<file path="src/hdl/pps_ram.sv">
// ----------------------------------------------------------------------------
// Generic RAM
// One write port and one read port with registered read data.
// ----------------------------------------------------------------------------
module pps_ram #(
  parameter int WIDTH = 8,
  parameter int DEPTH = 16
) (
  input  logic                     clk,
  input  logic                     we,
  input  logic [$clog2(DEPTH)-1:0] waddr,
  input  logic [WIDTH-1:0]         wdata,
  input  logic [$clog2(DEPTH)-1:0] raddr,
  output logic [WIDTH-1:0]         rdata
);

  logic [WIDTH-1:0] mem [DEPTH];

  always_ff @(posedge clk) begin
    if (we) begin
      mem[waddr] <= wdata;
    end
    rdata <= mem[raddr];
  end

endmodule

</file>
<file path="config.mk">
export PLATFORM = sky130hd
export DESIGN_NAME = pps_ram
export DESIGN_NICKNAME = d
export VERILOG_FILES = /design/src/hdl/pps_ram.sv
export SDC_FILE = /design/constraint.sdc
export NUM_CORES = 1
export LEC_CHECK = 0
export ABC_AREA = 0
export BUFFER_PORTS_ARGS = -buffer_cell sky130_fd_sc_hd__buf_2
export CAP_MARGIN = 15
export CORE_MARGIN = 3
export CORE_UTILIZATION = 54
export CTS_BUF_LIST = sky130_fd_sc_hd__clkbuf_8
export DETAILED_ROUTE_END_ITERATION = 8
export PLACE_DENSITY = 0.72
export SETUP_SLACK_MARGIN = 0.4
export SYNTH_ARGS = -nofsm -noshare
export SYNTH_HDL_FRONTEND = slang
export SYNTH_SLANG_ARGS = --single-unit
</file>
<file path="constraint.sdc">
create_clock -name clk -period 2.69 [get_ports clk]
set_input_delay 0.1345 -clock clk [delete_from_list [all_inputs] [get_ports clk]]
set_output_delay 0.1345 -clock clk [all_outputs]
set_load 0.02 [all_outputs]
</file>
==> results by group, run 1 <==
Worst setup path
  • Critical Path Sink: rdata[2]
  • Setup slack, reg-to-reg: about 1.3 ns
  • Crit path DAT: 1.71 ns
  • CP Capture Type: flop
  • Critical Path RT: 3.00 ns
  • R2R depth: 3
  • Crit path max fanout: 1
  • Startpoint types: flop
  • R2R Path End: rdata[2]
  • Critical Path Start: mem[5][2]
  • Worst r2r src: mem[5][2]
  • Crit path kind: reg2reg

CTS
  • Post-CTS Hold Buffers: 0
  • CTS H-tree depth: 4
  • Worst-Skew Late Latency: 0.42 ns
  • Clock Sinks: 136
  • Max clock buf depth: 2
  • Worst-path clk slew: 0.08 ns
  • CTS tree: done
  • Post-CTS setup repair buffer count: 0
  • CTS Buf Count: 17
  • # resized after CTS: 0
  • Root Driver: clkbuf_8

Routing
  • Via/cell ratio: 5.719
  • Initial DRT Pass Iterations: 4
  • Post-Route WL: 9301 um
  • # DRC: 0
  • Via count: roughly 2400
  • Routed len/inst: about 22 um
  • Final ANT Viol Nets: 0
  • DRT iter0 DRCs: roughly 160

Power
  • Leak pwr: 1.978 nW
  • Pwr Density: 709.9 nW/um^2
  • IR drop worst, VDD: 0.4629 mV

Status
  • Status: finished clean

Synthesis
  • Yosys reg bits: 136
  • Sequential share of the synthesized area: 77.78%
  • Syn Nets: 247
  • Synth unique cells: 19
  • Avg Cell Area, Syn: 22.48 um^2
  • Mapped Cells: between 200 and 250
  • Yosys warnings: 0
  • Syn Std Cell Area: 5147 um^2

Global route
  • Antenna violations before repair: 0
  • GRT Total Usage: 18.51%
  • Vias in the first global route: 2400
  • Largest net degree at the start of global routing: 33
  • Met2 Resource Use GR: 27.52%
  • First-pass GRT wire length: 14380 um
  • GR Layer Usage met1: 27.13%
  • Global routing usage on met3: 5.286%
  • Total grt overflow: 0
  • Layer with the highest usage: met2

STA
  • Setup violators final: 0
  • Final hold vios: 0
  • Worst Max-Slew Pin Slew: ~0.94 ns
  • RSZ-0062 raised after global routing: no
  • Rel. slew slack: 37.42%
  • Fin crit share: a little over half
  • Setup TNS: 0 ns
  • Final Max Tran Viols: 0
  • Setup Skew: 0.01053 ns
  • Fmax: 712.4 MHz
  • Minimum clock period: 1.404 ns
  • WHS: 0.08763 ns
  • Fin worst setup slack: 1.286 ns

Finish
  • Share of cells above drive strength 1: a little under a third
  • Final-stage net count: roughly 300
  • Sequential Area: between 4000 and 5000 um^2
  • Post-Layout Cell Count: 417
  • FILL cells: between 600 and 700
  • Design Area, Final: 5844 um^2
  • Multi-input gate area: 1057 um^2
  • Area growth syn-to-layout: 13.54%
  • N_diodes: 0

Placement
  • Placed Cells: 385
  • Global placer's final weighted congestion: 0.7449
  • Port Buffers: 25
  • Final HPWL from detailed placement: just under 6000 um
  • Dpl ws: 0.8254 ns
  • DP Area: 5469 um^2

Floorplan
  • Cell Rows: 34
  • Die area: approximately 11000 um^2
  • Total I/O pin count: 26
  • Core region area: around 9000 um^2
  • Die Ht: 103.6 um
  • Starting Density: 57.35%
  • Die boundary width: between 100 and 150 um

Hold path
  • Min-delay worst type: in2reg

Flow run
  • Max cap viols: 0
[through the flow]
step	util, %	total power [mW]
6_report	65.11	4.149
4_1_cts	65.11	4.182
3_5_place_dp	60.93	2.656
5_1_grt	65.11	4.295
2_1_floorplan	-	2.561
3_3_place_gp	60.93	2.648
[cells in the final DEF (no fill, tap or decap)]
cell        instances
clkinv_4            4
buf_4              14
nor2_1             13
mux4_1             14
inv_1               3
nand2_1             9
clkinvlp_4          2
dfxtp_1             8
and2_1              1
nand3_1             1
or3b_2              1
bufinv_16           2
nor2b_1             1
a22oi_1            16
buf_12              1
nor3_1              4
and2b_1             1
nand3b_1            2
clkinv_2            4
edfxtp_1          128
clkbuf_8           17
buf_2              25
mux4_2             18
nand2b_1            2
[area by class of cell]
cell class                      instances  share of cell area, %
Multi-Input combinational cell         83                  18.09
Timing Repair Buffer                   40                  4.282
Clock inverter                         15                  2.419
Tap cell                              126                  2.697
Sequential cell                       136                  68.51
Clock buffer                           17                  4.003
[per-layer routing]
metal	up-vias	wire, um
met5	-	0
met4	0	63
met3	6	686
met2	98	4477
met1	1209	4073
li1	1072	-
[logic make-up (layout without fill, tap and decap cells)]
| family | count (synthesis) | after routing | share of synthesized area (%) |
|---|---|---|---|
| flip-flops | 136 | 136 | 77.78 |
| AND/OR/NAND/NOR | 35 | 35 | 3.184 |
| multiplexers | 32 | 32 | 15.02 |
| AO/OA/AOI/OAI | 16 | 16 | 2.334 |
| buffers and inverters | 10 | 72 | 1.677 |
[report_power, final]
part           internal, mW  switching, mW
logic                0.0914          0.134
clock network         0.810          0.735
registers              2.37         0.0121
total                  3.27          0.881
[registers in the layout, indices dropped and copies added (netlist names)]
register and count:
mem 128, rdata 8
[how the worst min path moves through the flow]
stage,start,end,slack (ns),depth (start not counted)
6_report,wdata[4],mem[5][4],0.09,1
5_1_grt,wdata[4],mem[6][4],0.08,1
4_1_cts,wdata[5],mem[5][5],0.07,1
3_5_place_dp,wdata[5],mem[5][5],0.53,1
3_3_place_gp,wdata[5],mem[7][5],0.51,1
2_1_floorplan,wdata[0],mem[0][0],0.23,0
[synth_stat cells]
cell type	n	area share [%]
a22oi_1	16	2.3
buf_4	1	0.15
and2_1	1	0.12
and2b_1	1	0.15
nand3_1	1	0.097
buf_6	3	0.66
dfxtp_1	8	3.1
buf_2	3	0.29
mux4_1	14	7.1
edfxtp_1	128	75
mux4_2	18	7.9
nor2b_1	1	0.12
or3b_2	1	0.17
nor3_1	4	0.39
nand2b_1	2	0.24
nand3b_1	2	0.29
nand2_1	9	0.66
nor2_1	13	0.95
clkdlybuf4s25_2	3	0.58
[critical path: stages, from the launching register on]
cell and delay (ns):
edfxtp_1 0.35, mux4_1 0.55, a22oi_1 0.30, nand2_1 0.09
(Power assumes the default switching activity.)
==> run 2: changes to the inputs <==
--- a/config.mk
+++ b/config.mk
@@ -12,7 +12,7 @@
 export CORE_UTILIZATION = 54
 export CTS_BUF_LIST = sky130_fd_sc_hd__clkbuf_8
 export DETAILED_ROUTE_END_ITERATION = 8
-export PLACE_DENSITY = 0.72
+export PLACE_DENSITY = 0.74
 export SETUP_SLACK_MARGIN = 0.4
 export SYNTH_ARGS = -nofsm -noshare
 export SYNTH_HDL_FRONTEND = slang
==> constraint.sdc (replaced) <==
create_clock -name clk -period 1.29 [get_ports clk]
set_input_delay 0.0645 -clock clk [delete_from_list [all_inputs] [get_ports clk]]
set_output_delay 0.0645 -clock clk [all_outputs]
set_load 0.02 [all_outputs]
==> run 2 against run 1 <==
  * Maximum frequency rose by 9.3%
  * Non-clock buffer count rose by 16
  * Largest power group unchanged
  * Global-route usage rose by 1.0 points
  * Sequential power rose by 110%
  * Routed wire length rose by 3.2%
==> results by group, run 2 (synthesis gave the netlist of run 1 again) <==
Flow run
  • Max cap viols: 0 (unchanged)

Status
  • Status: finished clean (unchanged)

Hold path
  • Hold Crit Depth: 1 (unchanged)
  • Hold_sp: wdata[2] (was wdata[4])
  • Hold Path Sink: mem[7][2] (was mem[5][4])
  • Min-delay worst type: in2reg (unchanged)

Floorplan
  • Die Ht: 103.6 um (unchanged)
  • Starting Density: 57.35% (unchanged)
  • Core region area: 8976 um^2 (unchanged)
  • Cell Rows: 34 (unchanged)
  • Die area: 10740 um^2 (unchanged)
  • Total I/O pin count: 26 (unchanged)
  • Die boundary width: 103.6 um (unchanged)

STA
  • Rel. slew slack: 33.00% (was 37.42%)
  • Final Max Tran Viols: 0 (unchanged)
  • Fmax: 778.4 MHz (was 712.4 MHz)
  • Setup violators final: 0 (unchanged)
  • RSZ-0062 raised after global routing: yes (was no)
  • Setup TNS: 0 ns (unchanged)
  • Fin crit share: 99.59% (was 52.18%)
  • Setup Skew: 0.008604 ns (was 0.01053 ns)
  • Minimum clock period: 1.285 ns (was 1.404 ns)
  • Worst Max-Slew Pin Slew: 1.003 ns (was 0.9353 ns)
  • Final hold vios: 0 (unchanged)
  • WHS: 0.04496 ns (was 0.08763 ns)

Finish
  • Commonest non-fill, non-tap cell in the layout: edfxtp_1 (unchanged)
  • Regs by FF count: mem (128), rdata (8) (unchanged)
  • Share of cells above drive strength 1: 47.56% (was 30.24%)
  • Area growth syn-to-layout: 23.60% (was 13.54%)
  • Largest register FFs: 128 (unchanged)
  • Core Util, Final: 70.88% (was 65.11%)
  • Final-stage net count: 312 (was 296)
  • Post-Layout Cell Count: 433 (was 417)
  • Biggest register: mem (unchanged)
  • Most frequent cells in the layout: 128 x edfxtp_1, 32 x mux4_2, 17 x clkbuf_8, 17 x buf_2, 15 x buf_12 (was 128 x edfxtp_1, 25 x buf_2, 18 x mux4_2, 17 x clkbuf_8, 16 x a22oi_1)
  • N_diodes: 0 (unchanged)

Power
  • IR drop worst, VDD: 0.5207 mV (was 0.4629 mV)
  • Switching pwr: 1.998 mW (was 881.0 uW)
  • P_int: 7.155 mW (was 3.268 mW)
  • Pwr Density: 1439 nW/um^2 (was 709.9 nW/um^2)
  • Sequential cell fraction of total power: 54.4% (was 57.3%)
  • Clk pwr share: 38.8% (was 37.2%)
  • Final Total Pwr: 9.153 mW (was 4.149 mW)
  • Comb pwr share: 6.8% (was 5.4%)
  • Sw Share: 21.83% (was 21.23%)
  • Leak pwr: 2.067 nW (was 1.978 nW)

Global route
  • GRT Total Usage: 19.55% (was 18.51%)
  • Total grt overflow: 0 (unchanged)
  • Vias in the first global route: 2647 (was 2400)
  • Antenna violations before repair: 0 (unchanged)
  • Largest net degree at the start of global routing: 23 (was 33)
  • First-pass GRT wire length: 15320 um (was 14380 um)

CTS
  • CTS Buf Count: 17 (unchanged)
  • Worst-Skew Late Latency: 0.42 ns (about the same)
  • Worst-path clk slew: 0.08 ns (about the same)
  • CTS H-tree depth: 4 (unchanged)
  • Clock Sinks: 136 (unchanged)
  • Max clock buf depth: 2 (unchanged)
  • CTS tree: done (unchanged)
  • Root Driver: clkbuf_8 (unchanged)

Placement
  • Placed Cells: 391 (was 385)
  • Global placer's final weighted congestion: 0.7678 (was 0.7449)
  • Port Buffers: 25 (unchanged)
  • Final HPWL from detailed placement: 6175 um (was 5866 um)

Routing
  • DRT iter0 DRCs: 167 (was 157)
  • Routed len/inst: 22.17 um (was 22.30 um)
  • Final ANT Viol Nets: 0 (unchanged)
  • Post-Route WL: 9601 um (was 9301 um)
  • # DRC: 0 (unchanged)
  • Via/cell ratio: 5.693 (was 5.719)
  • Via count: 2465 (was 2385)
  • Initial DRT Pass Iterations: 4 (unchanged)

Worst setup path
  • Setup slack, reg-to-reg: 0.005 ns (was 1.29 ns)
  • Crit path kind: reg2reg (unchanged)
  • Crit path max fanout: 1 (unchanged)
  • CP Capture Type: flop (unchanged)
  • Startpoint types: flop (unchanged)
  • Crit path DAT: 1.59 ns (was 1.71 ns)
  • Critical Path RT: 1.60 ns (was 3.00 ns)
  • R2R Path End: rdata[7] (was rdata[2])
  • R2R depth: 3 (unchanged)
  • Worst r2r src: mem[11][7] (was mem[5][2])
[run 2: cell types whose count changed in the layout (fill, tap and decap cells not counted), moves of 7 or more]
cell and change:
a22oi_2 +9, dlygate4sd3_1 +7, nor2_1 -12, nor2_4 +7, buf_6 +8, a22oi_1 -9
mux4_1 -14, dfxtp_1 -7, buf_12 +14, buf_2 -8, dfxtp_2 +7, mux4_2 +14
[run 2: worst max-delay path: stages (launching register included)]
cell,delay (ns)
edfxtp_1,0.38
mux4_2,0.49
a22oi_2,0.22
nand2_1,0.09
[run 2: final cells by class]
| type | instances | area (um^2) |
|---|---|---|
| sequential | 136 | 4013 |
| fill | 565 | 2614 |
| multi-input combinational | 83 | 1167 |
| timing repair buffer | 56 | 613.1 |
| clock buffer | 17 | 234.0 |
| clock inverter | 15 | 177.7 |
| tap | 126 | 157.7 |
[run 2: repair_timing]
item	CTS	global route
resized for setup	27	5
hold buffers	7	0
endpoints found under the hold margin	66	0
pin swaps	3	1
endpoints found under the setup margin	40	16
buffers inserted	3	0
[run 2: through the flow]
stage | worst slack (ns) | area [um^2]
finish | 0.005325 | 6362
global route | -0.03877 | 6362
global placement | -0.1660 | 5729
CTS | -0.02028 | 6337
detailed placement | -0.1692 | 5729
floorplan | 0.1225 | 5246
[run 2: power by group through the flow]
stage | logic (mW) | registers [mW] | clock network, mW
2_1_floorplan | 0.295 | 5.09 | 0
6_report | 0.625 | 4.98 | 3.55
3_3_place_gp | 0.542 | 5.06 | 0
4_1_cts | 0.623 | 4.98 | 3.62
5_1_grt | 0.674 | 4.99 | 3.77
3_5_place_dp | 0.556 | 5.06 | 0
[run 2: how the worst max path moves through the flow]
stage,from,to,slack (ns),depth (start not counted)
finish,mem[11][7],rdata[7],0.005,3
floorplan,waddr[2],mem[0][0],0.12,2
global placement,raddr[0],rdata[1],-0.17,5
detailed placement,raddr[0],rdata[1],-0.17,5
CTS,mem[11][7],rdata[7],-0.02,3
global route,mem[11][0],rdata[0],-0.04,3
[run 2: layer usage]
layer	up-vias	wire length, um	GRT usage, %	share of wire, %
li1	1091	-	-	-
met1	1277	3787	25.39	39
met2	86	5121	32.80	53
met3	11	598	4.975	6.2
met4	0	93	6.268	0.97
met5	-	0	0	0
==> run 3: changes to the inputs <==
--- a/config.mk
+++ b/config.mk
@@ -14,6 +14,7 @@
 export DETAILED_ROUTE_END_ITERATION = 8
 export PLACE_DENSITY = 0.74
 export SETUP_SLACK_MARGIN = 0.4
+export SKIP_LAST_GASP = 1
 export SYNTH_ARGS = -nofsm -noshare
 export SYNTH_HDL_FRONTEND = slang
 export SYNTH_SLANG_ARGS = --single-unit
==> constraint.sdc (replaced) <==
create_clock -name clk -period 1.29 [get_ports clk]
set_input_delay 0.0645 -clock clk [delete_from_list [all_inputs] [get_ports clk]]
set_output_delay 0.0645 -clock clk [all_outputs]
set_load 0.005 [all_outputs]
==> run 3 against run 2 <==
  * Via count fell by 0.85%
  * Sequential share of layout area increased by 0.37 points
  * Total power is 0.76% lower
  * Critical path type unchanged
  * Utilization down 0.43 points
  * Clock power about the same
==> results by group, run 3 (synthesis gave the netlist of run 1 again) <==
Status
  • Status: finished clean (unchanged)

Placement
  • Dpl ws: -0.1692 ns (unchanged)
  • Port Buffers: 25 (unchanged)
  • Final HPWL from detailed placement: 6175 um (unchanged)
  • Placed Cells: 391 (unchanged)
  • Global placer's final weighted congestion: 0.7678 (unchanged)
  • DP Area: 5729 um^2 (unchanged)

Floorplan
  • Cell Rows: 34 (unchanged)
  • Die boundary width: 103.6 um (unchanged)
  • Total I/O pin count: 26 (unchanged)
  • Die Ht: 103.6 um (unchanged)
  • Starting Density: 57.35% (unchanged)
  • Core region area: 8976 um^2 (unchanged)
  • Die area: 10740 um^2 (unchanged)

CTS
  • Worst-Skew Late Latency: 0.42 ns (about the same)
  • CTS tree: done (unchanged)
  • Worst-path clk slew: 0.08 ns (about the same)
  • Clock Sinks: 136 (unchanged)
  • Max clock buf depth: 2 (unchanged)
  • CTS H-tree depth: 4 (unchanged)
  • CTS Buf Count: 17 (unchanged)
  • Root Driver: clkbuf_8 (unchanged)

Power
  • Leak pwr: 2.056 nW (was 2.067 nW)
  • IR drop worst, VDD: 0.5230 mV (was 0.5207 mV)
  • Pwr Density: 1436 nW/um^2 (was 1439 nW/um^2)
  • Final Total Pwr: 9.083 mW (was 9.153 mW)

Routing
  • DRT iter0 DRCs: 234 (was 167)
  • Via/cell ratio: 5.644 (was 5.693)
  • Initial DRT Pass Iterations: 4 (unchanged)
  • Via count: 2444 (was 2465)
  • # DRC: 0 (unchanged)
  • Post-Route WL: 9564 um (was 9601 um)
  • Routed len/inst: 22.09 um (was 22.17 um)
  • Final ANT Viol Nets: 0 (unchanged)

STA
  • Fmax: 778.6 MHz (was 778.4 MHz)
  • Setup TNS: 0 ns (unchanged)
  • Worst Max-Slew Pin Slew: 0.9759 ns (was 1.003 ns)
  • WHS: 0.04185 ns (was 0.04496 ns)
  • Final Max Tran Viols: 0 (unchanged)
  • Final hold vios: 0 (unchanged)
  • Fin crit share: 99.57% (was 99.59%)
  • Setup Skew: 0.009012 ns (was 0.008604 ns)
  • Minimum clock period: 1.284 ns (was 1.285 ns)
  • Rel. slew slack: 34.81% (was 33.00%)
  • RSZ-0062 raised after global routing: yes (unchanged)
  • Setup violators final: 0 (unchanged)
  • Fin worst setup slack: 0.005605 ns (was 0.005325 ns)

Worst setup path
  • Startpoint types: flop (unchanged)
  • CP Capture Type: flop (unchanged)
  • Crit path kind: reg2reg (unchanged)
  • Crit path max fanout: 1 (unchanged)
  • Crit path DAT: 1.59 ns (about the same)
  • Critical Path RT: 1.60 ns (about the same)

Finish
  • Post-Layout Cell Count: 433 (unchanged)
  • Share of cells above drive strength 1: 47.23% (was 47.56%)
  • Most frequent cells in the layout: 128 x edfxtp_1, 32 x mux4_2, 23 x buf_2, 17 x clkbuf_8, 15 x buf_12 (was 128 x edfxtp_1, 32 x mux4_2, 17 x clkbuf_8, 17 x buf_2, 15 x buf_12)
  • Area growth syn-to-layout: 22.85% (was 23.60%)
  • FILL cells: 567 (was 565)
  • Regs by FF count: mem (128), rdata (8) (unchanged)
  • Largest register FFs: 128 (unchanged)
  • Commonest non-fill, non-tap cell in the layout: edfxtp_1 (unchanged)
  • Core Util, Final: 70.45% (was 70.88%)
  • Biggest register: mem (unchanged)
  • Design Area, Final: 6324 um^2 (was 6362 um^2)
  • Final-stage net count: 312 (unchanged)
  • N_diodes: 0 (unchanged)

Global route
  • Largest net degree at the start of global routing: 23 (unchanged)
  • Antenna violations before repair: 0 (unchanged)
  • First-pass GRT wire length: 15290 um (was 15320 um)
  • GRT Total Usage: 19.52% (was 19.55%)
  • Vias in the first global route: 2629 (was 2647)
  • Total grt overflow: 0 (unchanged)

Hold path
  • Min-delay worst type: in2reg (unchanged)

Flow run
  • Max cap viols: 0 (unchanged)
-- run 3: cell counts in the layout (fill, tap and decap cells not counted) --
Identical to the previous run, type by type.
-- run 3: where the power goes --
part	total, mW	switching, mW	internal, mW	leakage, nW
Clock	3.55	1.63	1.92	0.196
Sequential	4.97	0.0331	4.94	1.22
Combinational	0.562	0.289	0.274	0.636
-- run 3: worst paths after layout --
kind	end	cells past startpoint	start	slack, ns
min	mem[1][2]	1	wdata[2]	0.04
min reg2reg	rdata[5]	3	mem[15][5]	0.69
max	rdata[7]	3	mem[11][7]	0.006
max reg2reg	rdata[7]	3	mem[11][7]	0.006
-- run 3: critical path, stage by stage, from the launching register on --
cell and delay (ns):
edfxtp_1 0.37, mux4_2 0.50, a22oi_2 0.22, nand2_1 0.08
-- run 3: cell type report --
| cell class | count | area, um^2 | share of cell area (%) |
|---|---|---|---|
| Timing Repair Buffer | 56 | 575.6 | 9.102 |
| Clock inverter | 15 | 177.7 | 2.810 |
| Multi-Input combinational cell | 83 | 1167 | 18.46 |
| Tap cell | 126 | 157.7 | 2.493 |
| Clock buffer | 17 | 234.0 | 3.700 |
| Sequential cell | 136 | 4011 | 63.43 |
-- run 3: routing by layer --
metal	vias up	global-route usage (%)	share of wire (%)
li1	1090	-	-
met1	1264	25.76	40
met2	80	32.57	54
met3	10	4.664	5.4
met4	0	6.268	0.84
met5	-	0	0
-- run 3: repair_timing --
item	CTS	global route
hold endpoints to repair	66	0
gates resized for setup	8	9
endpoints found under the setup margin	40	16
buffers inserted	3	0
hold buffers	7	0
pin swaps	3	0
